===== config.mk =====
export PLATFORM = sky130hd
export DESIGN_NAME = ps2_set2_scancode_decoder
export DESIGN_NICKNAME = d
export VERILOG_FILES = /design/src/hw/rtl/ps2dec_pkg.sv /design/src/hw/rtl/ps2_set2_scancode_decoder.sv /design/src/hw/rtl/ps2dec_keymap_ram.sv /design/src/hw/rtl/ps2dec_event_core.sv
export SDC_FILE = /design/constraint.sdc
export NUM_CORES = 2
export LEC_CHECK = 0
export ABC_CLOCK_PERIOD_IN_PS = 21800
export BUFFER_PORTS_ARGS = -buffer_cell sky130_fd_sc_hd__buf_2
export CORE_UTILIZATION = 50
export DETAILED_ROUTE_END_ITERATION = 7
export PLACE_DENSITY_LB_ADDON = 0.15
export RECOVER_POWER = 50
export REMOVE_ABC_BUFFERS = 1
export SLEW_MARGIN = 10
export SYNTH_ARGS = -nofsm -noshare
export SYNTH_HDL_FRONTEND = slang
export SYNTH_MEMORY_MAX_BITS = 65536
export SYNTH_SLANG_ARGS = --single-unit

===== constraint.sdc =====
create_clock -name i_clk -period 21.8 [get_ports i_clk]
set_input_delay 1.09 -clock i_clk [delete_from_list [all_inputs] [get_ports i_clk]]
set_output_delay 1.09 -clock i_clk [all_outputs]
set_load 0.05 [all_outputs]

===== src/hw/rtl/ps2dec_pkg.sv =====
`timescale 1ns / 1ps
// ----------------------------------------------------------------------------
// ps2dec_pkg
// Shared types and constants of the PS/2 set 2 scan code decoder.
// ----------------------------------------------------------------------------
package ps2dec_pkg;

    localparam int KEYMAP_DEPTH_DEF = 256;

    localparam int OPC_W  = 2;
    localparam int BYTE_W = 8;
    localparam int KEY_W  = 8;
    localparam int MOD_W  = 9;
    localparam int CFG_W  = 24;
    localparam int CIDX_W = 2;

    // Number of modifiers that follow make/break; the rest are toggling locks
    localparam int NUM_HELD = 6;

    // Operation codes carried in tuser
    localparam logic [OPC_W-1:0] OP_RX_BYTE   = 2'd0;
    localparam logic [OPC_W-1:0] OP_WR_NORMAL = 2'd1;
    localparam logic [OPC_W-1:0] OP_WR_EXT    = 2'd2;

    // Prefix bytes of scan code set 2
    localparam logic [BYTE_W-1:0] BYTE_BREAK = 8'hF0;
    localparam logic [BYTE_W-1:0] BYTE_EXT   = 8'hE0;
    localparam logic [BYTE_W-1:0] BYTE_PAUSE = 8'hE1;

    // Configuration register indexes
    localparam logic [CIDX_W-1:0] CFG_SHIFT = 2'd0;
    localparam logic [CIDX_W-1:0] CFG_CTRL  = 2'd1;
    localparam logic [CIDX_W-1:0] CFG_ALT   = 2'd2;
    localparam logic [CIDX_W-1:0] CFG_LOCK  = 2'd3;

    typedef struct packed {
        logic [23:0] lock_codes;
        logic [15:0] alt_codes;
        logic [15:0] ctrl_codes;
        logic [15:0] shift_codes;
    } t_cfg;

    typedef struct packed {
        logic [OPC_W-1:0]  opcode;
        logic [BYTE_W-1:0] rx_byte;
    } t_item;

    typedef struct packed {
        logic             valid;
        logic             is_press;
        logic [MOD_W-1:0] modifiers;
        logic [KEY_W-1:0] key_id;
    } t_event;

endpackage


===== src/hw/rtl/ps2_set2_scancode_decoder.sv =====
`timescale 1ns / 1ps
// ----------------------------------------------------------------------------
// ps2_set2_scancode_decoder
// Turns a PS/2 scan code set 2 byte stream into key events with modifiers.
// ----------------------------------------------------------------------------
//
//  Channel   Direction  Payload
//  --------  ---------  --------------------------------------------------
//  s_axis    in         tuser: opcode; tdata: rx_byte, entry_index, entry_value
//  m_axis    out        tdata: key_id, modifiers, is_press
//  cfg       in         i_cfg_we / i_cfg_index / i_cfg_data, write only
//
//  Sustained rate is one beat per cycle while m_axis does not stall. The
//  accepting edge reads both keymap RAMs and the pressed bitmap at the
//  received byte (registered read); the edge that advances the input stage
//  parses prefixes, updates the bitmap and modifiers and loads the result
//  register. A bitmap write at the edge that reads the next beat is
//  forwarded to it. Reset clears parser state, modifiers and configuration;
//  then a clearing pass zeroes all KEYMAP_DEPTH (256 by default) bitmap
//  entries, with s_axis held not ready. The keymap tables keep whatever
//  they held and must be loaded before use. A stall on m_axis holds the
//  result register and the input stage; s_axis stays ready while the input
//  stage is empty or can drain into the result register.
//
module ps2_set2_scancode_decoder
    import ps2dec_pkg::*;
#(
    parameter int KEYMAP_DEPTH = KEYMAP_DEPTH_DEF
) (
    input  logic              i_clk,
    input  logic              i_rst_n,

    // Input stream
    input  logic              s_axis_tvalid,
    output logic              s_axis_tready,
    input  logic [23:0]       s_axis_tdata,  // [7:0] rx_byte, [15:8] entry_index,
                                             // [23:16] entry_value
    input  logic [OPC_W-1:0]  s_axis_tuser,  // [1:0] opcode

    // Event stream
    output logic              m_axis_tvalid,
    input  logic              m_axis_tready,
    output logic [23:0]       m_axis_tdata,  // [7:0] key_id, [16:8] modifiers,
                                             // [17] is_press, [23:18] zero

    // Configuration writes
    input  logic              i_cfg_we,
    input  logic [CIDX_W-1:0] i_cfg_index,
    input  logic [CFG_W-1:0]  i_cfg_data
);

    localparam int AW = $clog2(KEYMAP_DEPTH);

    // Configuration registers
    t_cfg   r_cfg;

    // Input stage: item plus the keymap words read at acceptance
    logic   r_a_valid;
    t_item  r_a_item;

    // Result register
    logic   r_out_valid;
    t_event r_out;

    logic             w_in_fire;
    logic             w_a_fire;
    logic             w_core_ready;
    t_item            w_in_item;
    logic [AW-1:0]    w_entry_idx;
    logic [KEY_W-1:0] w_entry_val;
    logic [KEY_W-1:0] w_norm_code;
    logic [KEY_W-1:0] w_ext_code;
    t_event           w_event;

    assign w_in_item.opcode  = s_axis_tuser;
    assign w_in_item.rx_byte = s_axis_tdata[7:0];
    assign w_entry_idx       = s_axis_tdata[8 +: AW];
    assign w_entry_val       = s_axis_tdata[23:16];

    // Advance the input stage when the result register is free or draining;
    // hold the input off until the bitmap clearing pass is done
    assign w_a_fire      = r_a_valid && (!r_out_valid || m_axis_tready);
    assign s_axis_tready = w_core_ready && (!r_a_valid || w_a_fire);
    assign w_in_fire     = s_axis_tvalid && s_axis_tready;

    always_ff @(posedge i_clk) begin
        if (!i_rst_n) begin
            r_cfg <= '0;
        end else if (i_cfg_we) begin
            unique case (i_cfg_index)
                CFG_SHIFT: r_cfg.shift_codes <= i_cfg_data[15:0];
                CFG_CTRL:  r_cfg.ctrl_codes  <= i_cfg_data[15:0];
                CFG_ALT:   r_cfg.alt_codes   <= i_cfg_data[15:0];
                CFG_LOCK:  r_cfg.lock_codes  <= i_cfg_data;
                default:   r_cfg             <= r_cfg;
            endcase
        end
    end

    // Table writes land at acceptance, so the next beat already reads them
    ps2dec_keymap_ram #(
        .DEPTH (KEYMAP_DEPTH),
        .AW    (AW)
    ) u_normal_ram (
        .i_clk   (i_clk),
        .i_we    (w_in_fire && (s_axis_tuser == OP_WR_NORMAL)),
        .i_waddr (w_entry_idx),
        .i_wdata (w_entry_val),
        .i_re    (w_in_fire),
        .i_raddr (w_in_item.rx_byte[AW-1:0]),
        .o_rdata (w_norm_code)
    );

    ps2dec_keymap_ram #(
        .DEPTH (KEYMAP_DEPTH),
        .AW    (AW)
    ) u_ext_ram (
        .i_clk   (i_clk),
        .i_we    (w_in_fire && (s_axis_tuser == OP_WR_EXT)),
        .i_waddr (w_entry_idx),
        .i_wdata (w_entry_val),
        .i_re    (w_in_fire),
        .i_raddr (w_in_item.rx_byte[AW-1:0]),
        .o_rdata (w_ext_code)
    );

    // Input stage
    always_ff @(posedge i_clk) begin
        if (!i_rst_n) begin
            r_a_valid <= 1'b0;
        end else if (w_in_fire) begin
            r_a_valid <= 1'b1;
        end else if (w_a_fire) begin
            r_a_valid <= 1'b0;
        end
    end

    always_ff @(posedge i_clk) begin
        if (w_in_fire) begin
            r_a_item <= w_in_item;
        end
    end

    ps2dec_event_core #(
        .KEYMAP_DEPTH (KEYMAP_DEPTH),
        .AW           (AW)
    ) u_core (
        .i_clk       (i_clk),
        .i_rst_n     (i_rst_n),
        .i_in_fire   (w_in_fire),
        .i_in_idx    (w_in_item.rx_byte[AW-1:0]),
        .o_ready     (w_core_ready),
        .i_fire      (w_a_fire),
        .i_item      (r_a_item),
        .i_norm_code (w_norm_code),
        .i_ext_code  (w_ext_code),
        .i_cfg       (r_cfg),
        .o_event     (w_event)
    );

    // Result register: load on advance, drop once taken
    always_ff @(posedge i_clk) begin
        if (!i_rst_n) begin
            r_out_valid <= 1'b0;
        end else if (w_a_fire) begin
            r_out_valid <= w_event.valid;
        end else if (m_axis_tready) begin
            r_out_valid <= 1'b0;
        end
    end

    always_ff @(posedge i_clk) begin
        if (w_a_fire && w_event.valid) begin
            r_out <= w_event;
        end
    end

    assign m_axis_tvalid = r_out_valid;
    assign m_axis_tdata  = {6'd0, r_out.is_press, r_out.modifiers, r_out.key_id};

endmodule


===== src/hw/rtl/ps2dec_keymap_ram.sv =====
`timescale 1ns / 1ps
// ----------------------------------------------------------------------------
// ps2dec_keymap_ram
// Key code table: one write port, one read port with registered data.
// ----------------------------------------------------------------------------
module ps2dec_keymap_ram
    import ps2dec_pkg::*;
#(
    parameter int DEPTH = KEYMAP_DEPTH_DEF,
    parameter int AW    = $clog2(DEPTH)
) (
    input  logic             i_clk,
    input  logic             i_we,
    input  logic [AW-1:0]    i_waddr,
    input  logic [KEY_W-1:0] i_wdata,
    input  logic             i_re,
    input  logic [AW-1:0]    i_raddr,
    output logic [KEY_W-1:0] o_rdata
);

    logic [KEY_W-1:0] r_mem [DEPTH];
    logic [KEY_W-1:0] r_rdata;

    always_ff @(posedge i_clk) begin
        if (i_we) begin
            r_mem[i_waddr] <= i_wdata;
        end
    end

    always_ff @(posedge i_clk) begin
        if (i_re) begin
            r_rdata <= r_mem[i_raddr];
        end
    end

    assign o_rdata = r_rdata;

endmodule


===== src/hw/rtl/ps2dec_event_core.sv =====
`timescale 1ns / 1ps
// ----------------------------------------------------------------------------
// ps2dec_event_core
// Prefix parser, pressed-key bitmap and modifier tracking for one byte.
// ----------------------------------------------------------------------------
module ps2dec_event_core
    import ps2dec_pkg::*;
#(
    parameter int KEYMAP_DEPTH = KEYMAP_DEPTH_DEF,
    parameter int AW           = $clog2(KEYMAP_DEPTH)
) (
    input  logic             i_clk,
    input  logic             i_rst_n,
    input  logic             i_in_fire,
    input  logic [AW-1:0]    i_in_idx,
    output logic             o_ready,
    input  logic             i_fire,
    input  t_item            i_item,
    input  logic [KEY_W-1:0] i_norm_code,
    input  logic [KEY_W-1:0] i_ext_code,
    input  t_cfg             i_cfg,
    output t_event           o_event
);

    typedef enum logic [4:0] {
        MODE_NORMAL    = 5'b00001,
        MODE_BREAK     = 5'b00010,
        MODE_EXT       = 5'b00100,
        MODE_EXT_BREAK = 5'b01000,
        MODE_PAUSE     = 5'b10000
    } t_mode;

    t_mode                    r_mode, n_mode;
    logic [MOD_W-1:0]         r_mods, n_mods;

    // Pressed-key bitmap: registered read at acceptance, cleared after reset
    logic             r_pr_mem [KEYMAP_DEPTH];
    logic             r_pr_rdata;
    logic             r_fwd_hit;
    logic             r_fwd_val;
    logic             r_clr_busy;
    logic [AW-1:0]    r_clr_idx;

    logic [AW-1:0]    w_idx;
    logic             w_is_rx;
    logic             w_code;
    logic             w_release;
    logic             w_ext;
    logic             w_take;
    logic             w_pr_bit;
    logic             w_pr_we;
    logic [KEY_W-1:0] w_kc;
    logic [KEY_W-1:0] w_codes [MOD_W];
    logic [MOD_W-1:0] w_hit;
    logic             w_taken;

    assign w_idx   = i_item.rx_byte[AW-1:0];
    assign w_is_rx = (i_item.opcode == OP_RX_BYTE);

    // Prefix parser
    always_comb begin
        n_mode    = r_mode;
        w_code    = 1'b0;
        w_release = 1'b0;
        w_ext     = 1'b0;
        unique case (r_mode)
            MODE_NORMAL: begin
                if (i_item.rx_byte == BYTE_BREAK) begin
                    n_mode = MODE_BREAK;
                end else if (i_item.rx_byte == BYTE_EXT) begin
                    n_mode = MODE_EXT;
                end else if (i_item.rx_byte == BYTE_PAUSE) begin
                    n_mode = MODE_PAUSE;
                end else begin
                    w_code = 1'b1;
                end
            end
            MODE_BREAK: begin
                w_code    = 1'b1;
                w_release = 1'b1;
                n_mode    = MODE_NORMAL;
            end
            MODE_EXT: begin
                if (i_item.rx_byte == BYTE_BREAK) begin
                    n_mode = MODE_EXT_BREAK;
                end else begin
                    w_code = 1'b1;
                    w_ext  = 1'b1;
                    n_mode = MODE_NORMAL;
                end
            end
            MODE_EXT_BREAK: begin
                w_code    = 1'b1;
                w_release = 1'b1;
                w_ext     = 1'b1;
                n_mode    = MODE_NORMAL;
            end
            default: begin
                n_mode = MODE_NORMAL;
            end
        endcase
    end

    // Take the bit written at the edge that read this beat's entry
    assign w_pr_bit = r_fwd_hit ? r_fwd_val : r_pr_rdata;

    // Drop a make of a key that is already down
    assign w_take  = w_code && !(w_pr_bit && !w_release);
    assign w_pr_we = i_fire && w_is_rx && w_take;
    assign w_kc    = w_ext ? i_ext_code : i_norm_code;

    assign w_codes[0] = i_cfg.shift_codes[7:0];
    assign w_codes[1] = i_cfg.shift_codes[15:8];
    assign w_codes[2] = i_cfg.ctrl_codes[7:0];
    assign w_codes[3] = i_cfg.ctrl_codes[15:8];
    assign w_codes[4] = i_cfg.alt_codes[7:0];
    assign w_codes[5] = i_cfg.alt_codes[15:8];
    assign w_codes[6] = i_cfg.lock_codes[7:0];
    assign w_codes[7] = i_cfg.lock_codes[15:8];
    assign w_codes[8] = i_cfg.lock_codes[23:16];

    // First matching modifier wins
    always_comb begin
        w_taken = 1'b0;
        w_hit   = '0;
        for (int i = 0; i < MOD_W; i++) begin
            if (!w_taken && (w_codes[i] == w_kc)) begin
                w_hit[i] = 1'b1;
                w_taken  = 1'b1;
            end
        end
    end

    always_comb begin
        n_mods = r_mods;
        for (int i = 0; i < MOD_W; i++) begin
            if (w_hit[i]) begin
                if (i < NUM_HELD) begin
                    n_mods[i] = !w_release;
                end else if (!w_release) begin
                    n_mods[i] = !r_mods[i];
                end
            end
        end
    end

    always_ff @(posedge i_clk) begin
        if (!i_rst_n) begin
            r_mode    <= MODE_NORMAL;
            r_mods    <= '0;
        end else if (i_fire && w_is_rx) begin
            r_mode <= n_mode;
            if (w_take) begin
                r_mods <= n_mods;
            end
        end
    end

    // Clearing pass: zero one bitmap entry per cycle after reset
    always_ff @(posedge i_clk) begin
        if (!i_rst_n) begin
            r_clr_busy <= 1'b1;
            r_clr_idx  <= '0;
        end else if (r_clr_busy) begin
            r_clr_idx <= r_clr_idx + 1'b1;
            if (r_clr_idx == AW'(KEYMAP_DEPTH - 1)) begin
                r_clr_busy <= 1'b0;
            end
        end
    end

    assign o_ready = !r_clr_busy;

    always_ff @(posedge i_clk) begin
        if (r_clr_busy) begin
            r_pr_mem[r_clr_idx] <= 1'b0;
        end else if (w_pr_we) begin
            r_pr_mem[w_idx] <= !w_release;
        end
    end

    always_ff @(posedge i_clk) begin
        if (i_in_fire) begin
            r_pr_rdata <= r_pr_mem[i_in_idx];
            r_fwd_hit  <= w_pr_we && (w_idx == i_in_idx);
            r_fwd_val  <= !w_release;
        end
    end

    always_comb begin
        o_event.valid     = i_fire && w_is_rx && w_take;
        o_event.is_press  = !w_release;
        o_event.modifiers = n_mods;
        o_event.key_id    = w_kc;
    end

    // A byte after the pause prefix never makes an event
    a_pause_drop: assert property (@(posedge i_clk) disable iff (!i_rst_n)
        (i_fire && (r_mode == MODE_PAUSE)) |-> !o_event.valid)
        else $error("event produced for byte dropped after pause prefix");

    a_repeat_drop: assert property (@(posedge i_clk) disable iff (!i_rst_n)
        (i_fire && w_code && !w_release && w_pr_bit) |-> !o_event.valid)
        else $error("event produced for repeated make");

    a_clear_quiet: assert property (@(posedge i_clk) disable iff (!i_rst_n)
        r_clr_busy |-> !i_in_fire)
        else $error("beat accepted during bitmap clearing");

    a_mods_quiet: assert property (@(posedge i_clk) disable iff (!i_rst_n)
        !o_event.valid |=> (r_mods == $past(r_mods)))
        else $error("modifiers changed without an event");

endmodule

==> results.yml <==
sta:
  setup_viol: 0
  period_needed_ps: 12620
  skew_ps: 32.0
  tightest_slew_ps: 8760
  worst_slack_ps: 9180
  tns_ps: 0
  slew-limit-headroom: -4.84
  hold_violations: 0
  drv_slew: 4610
  period_share: 0.579
  fmax_mhz: 79.2
  rsz0062_at_grt: "false"
min_path:
  hold_class: "primary input to flop"
  hold_path_depth: 3
  holdCritStartpoint: "i_cfg_data[23]"
worst_setup_path:
  startpoint: "s_axis_tdata[18]"
  r2r_slack_ps: 16220
  r2r_start: "u_core.r_clr_busy$_SDFF_PN1_"
  critPathKind: "primary input to flop"
  ff2ff_path_depth: 7
  critPathCaptureType: "flop"
  path_max_fanout: 191
  path_common_cell: "clkbuf_1"
  cp_data_required_time_ps: 22420
  crit_path_cell_trace: "clkbuf_1 > clkbuf_1 > buf_4"
  slowest_stage: "clkbuf_1"
  worstPathArrival_ps: 13240
  critPathLaunchType: "primary input"
  cpPeakStageDelay_ps: 6290
synthesis:
  ys_seq_area_frac: 0.762
  synth.mux.area_fraction: 0.186
  yosysMostFrequentCell: "edfxtp_1"
  synth.area.top_cells: "edfxtp_1, mux4_2, nor2_1"
  synth-xor-area-share: 0.00120
  synth.top_cells.by_count: "edfxtp_1, mux4_2, nor2_1"
  yosys.area_share.simple: 0.0320
  synthAdderAreaFrac: 0.0000711
  syn_area_sq_mm: 0.176
  synthCells: 7981
  synth-async-reset-ratio: 0
  synth_edf_count: 4399
  avgSynthCellArea_sq_um: 22.0
  synth_top_area_share: 0.751
  ys_ff_latch: 4496
  synthFlopType: "edfxtp_1"
  yosysWarnings: 0
  ys_types: 61
  synth_top_family_by_area: "multiplexers"
  synth_top_area_cell: "edfxtp_1"
  synth_compound_area_frac: 0.00683
global_route:
  global_route.usage.met3: 0.0438
  grt_max_degree: 207
  grt-busiest-layer: "met2"
  grt-ovfl-total: 0
  grtUsageMet1: 0.357
  grt_pass1_vias: 83764
  grt_pass1_wl_um: 617000
  grt_use_total: 0.242
  antenna_found_initial: 39
  met2_usage: 0.381
routing:
  drc: 0
  avgRoutedWirePerCell_um: 32.7
  drt_pass1_iterations: 6
  drtAntennaViolNets: 0
  routed-via-count: 83222
  wirelength_um: 430000
  dr.first_iter.drc_count: 10822
  vias_per_cell: 6.33
cts:
  cts_tree: "built"
  clockRootBuffer: "clkbuf_16"
  h-tree-depth: 5
  clockBufferDepth: 4
  cts_sinks: 4496
  cts_hold_buf: 0
  clk_latency_ps: 980
  cts_resized: 0
  clk_pin_slew_ps: 60
  post-cts-setup-buffers: 0
  cts_buffers: 452
floorplan:
  die_area_sq_mm: 0.354
  die-width_um: 595
  io_pins: 83
  rows: 217
  dieHeight_um: 595
  start_util: 0.503
  design.core.area_sq_mm: 0.350
layout:
  layout-drive-gt1-share: 0.266
  ff_latch_area_sq_mm: 0.134
  fill_cells: 25728
  multi_input_area_sq_mm: 0.0399
  area_delta_synth_final_pct: 11.2
  nNetsFinal: 8208
run_status:
  violations: "capacitance limit, slew limit"
  status: "finished, violations left"
run:
  maxCapViolations: 73
power_and_ir_drop:
  p_leak_nw: 59.1
  total_power_w: 0.0179
  vdd_drop_max_v: 0.0000720
  power_density_mw_per_mm2: 91.7
placement:
  post-place-ws_ps: 13860
  dp_hpwl_um: 249000
  gp_congestion: 0.803
  port_buffers: 76
-- area by class of cell --
class,count,area share
Multi-Input combinational cell,2944,0.204
Timing Repair Buffer,246,0.00740
Tap cell,4599,0.0294
Antenna cell,12,0.000153
Clock buffer,551,0.0608
Clock inverter,280,0.0129
Sequential cell,4496,0.685
Inverter,10,0.000192
-- final timing paths --
check	to
max	u_normal_ram.r_mem[72][2]$_DFFE_PP_
min	r_cfg[71]$_SDFFE_PN0P_
max reg2reg	u_normal_ram.r_mem[119][0]$_DFFE_PP_
min reg2reg	u_core.r_mods[0]$_SDFFE_PN0P_
-- layout by cell type, fill, tap and decap left out, drive strengths merged, types with 2 or more instances in the layout --
cell type,count
nor4,37
a211oi,2
o31ai,2
mux4,1445
buf,146
bufinv,43
xnor2,9
o211ai,20
clkinv,214
a21oi,149
or2,4
nand3,38
mux2,5
nand2b,16
dfxtp,97
inv,23
nand2,210
o21ai,11
o31a,2
nor3,257
a31oi,9
a221oi,2
nor3b,11
nor2,558
mux2i,5
diode,12
conb,6
xor2,15
nand3b,4
nand4,22
a21o,3
nor2b,13
or3,5
and3,67
clkbuf,651
and4,3
edfxtp,4399
clkinvlp,10
-- per-stage QoR --
stage / std cells / instance area [sq um] / utilization / hold WS (ps)
finish: 13138 / 196000 / 0.559 / 356
global placement: 12293 / 182000 / 0.519 / 442
CTS: 13125 / 196000 / 0.561 / 259
detailed placement: 12294 / 182000 / 0.519 / 449
floorplan: 7450 / 174000 / - / 434
global route: 13130 / 196000 / 0.559 / 330
-- per-layer routing --
metal / share of wire / vias up
li1: - / 33975
met1: 0.42 / 45150
met4: 0.024 / 6
met3: 0.082 / 626
met5: 0.000086 / -
met2: 0.48 / 3465
-- where the power goes --
part           internal [W]  total [W]  switching, W
sequential          0.00951    0.00951    0.00000435
clock               0.00437    0.00761       0.00324
combinational      0.000317   0.000806      0.000489
-- worst max-delay path: cells and delay by family --
kind,cells,cell delay [ps]
buffers and inverters,3,11680
-- sequential cells by signal (all words and copies together), names as in the netlist --
name / flops
m_axis_tdata: 18
m_axis_tvalid: 1
r_a_item: 10
r_a_valid: 1
r_cfg: 72
u_core.r_clr_busy: 1
u_core.r_clr_idx: 8
u_core.r_fwd_hit: 1
u_core.r_fwd_val: 1
u_core.r_mode: 5
u_core.r_mods: 9
u_core.r_pr_mem: 256
u_core.r_pr_rdata: 1
u_ext_ram.o_rdata: 8
u_ext_ram.r_mem: 2048
u_normal_ram.o_rdata: 8
u_normal_ram.r_mem: 2048
-- logic make-up (layout without fill, tap and decap cells) --
group           after synthesis  after routing
other cells                   1             18
mux                        1455           1455
fa+ha+maj                     1              1
xor+xnor                     24             24
simple gates               1252           1252
buf+inv                     546           1087
compound gates              206            206
flops                      4496           4496
Power figures use the tool's default switching activity.
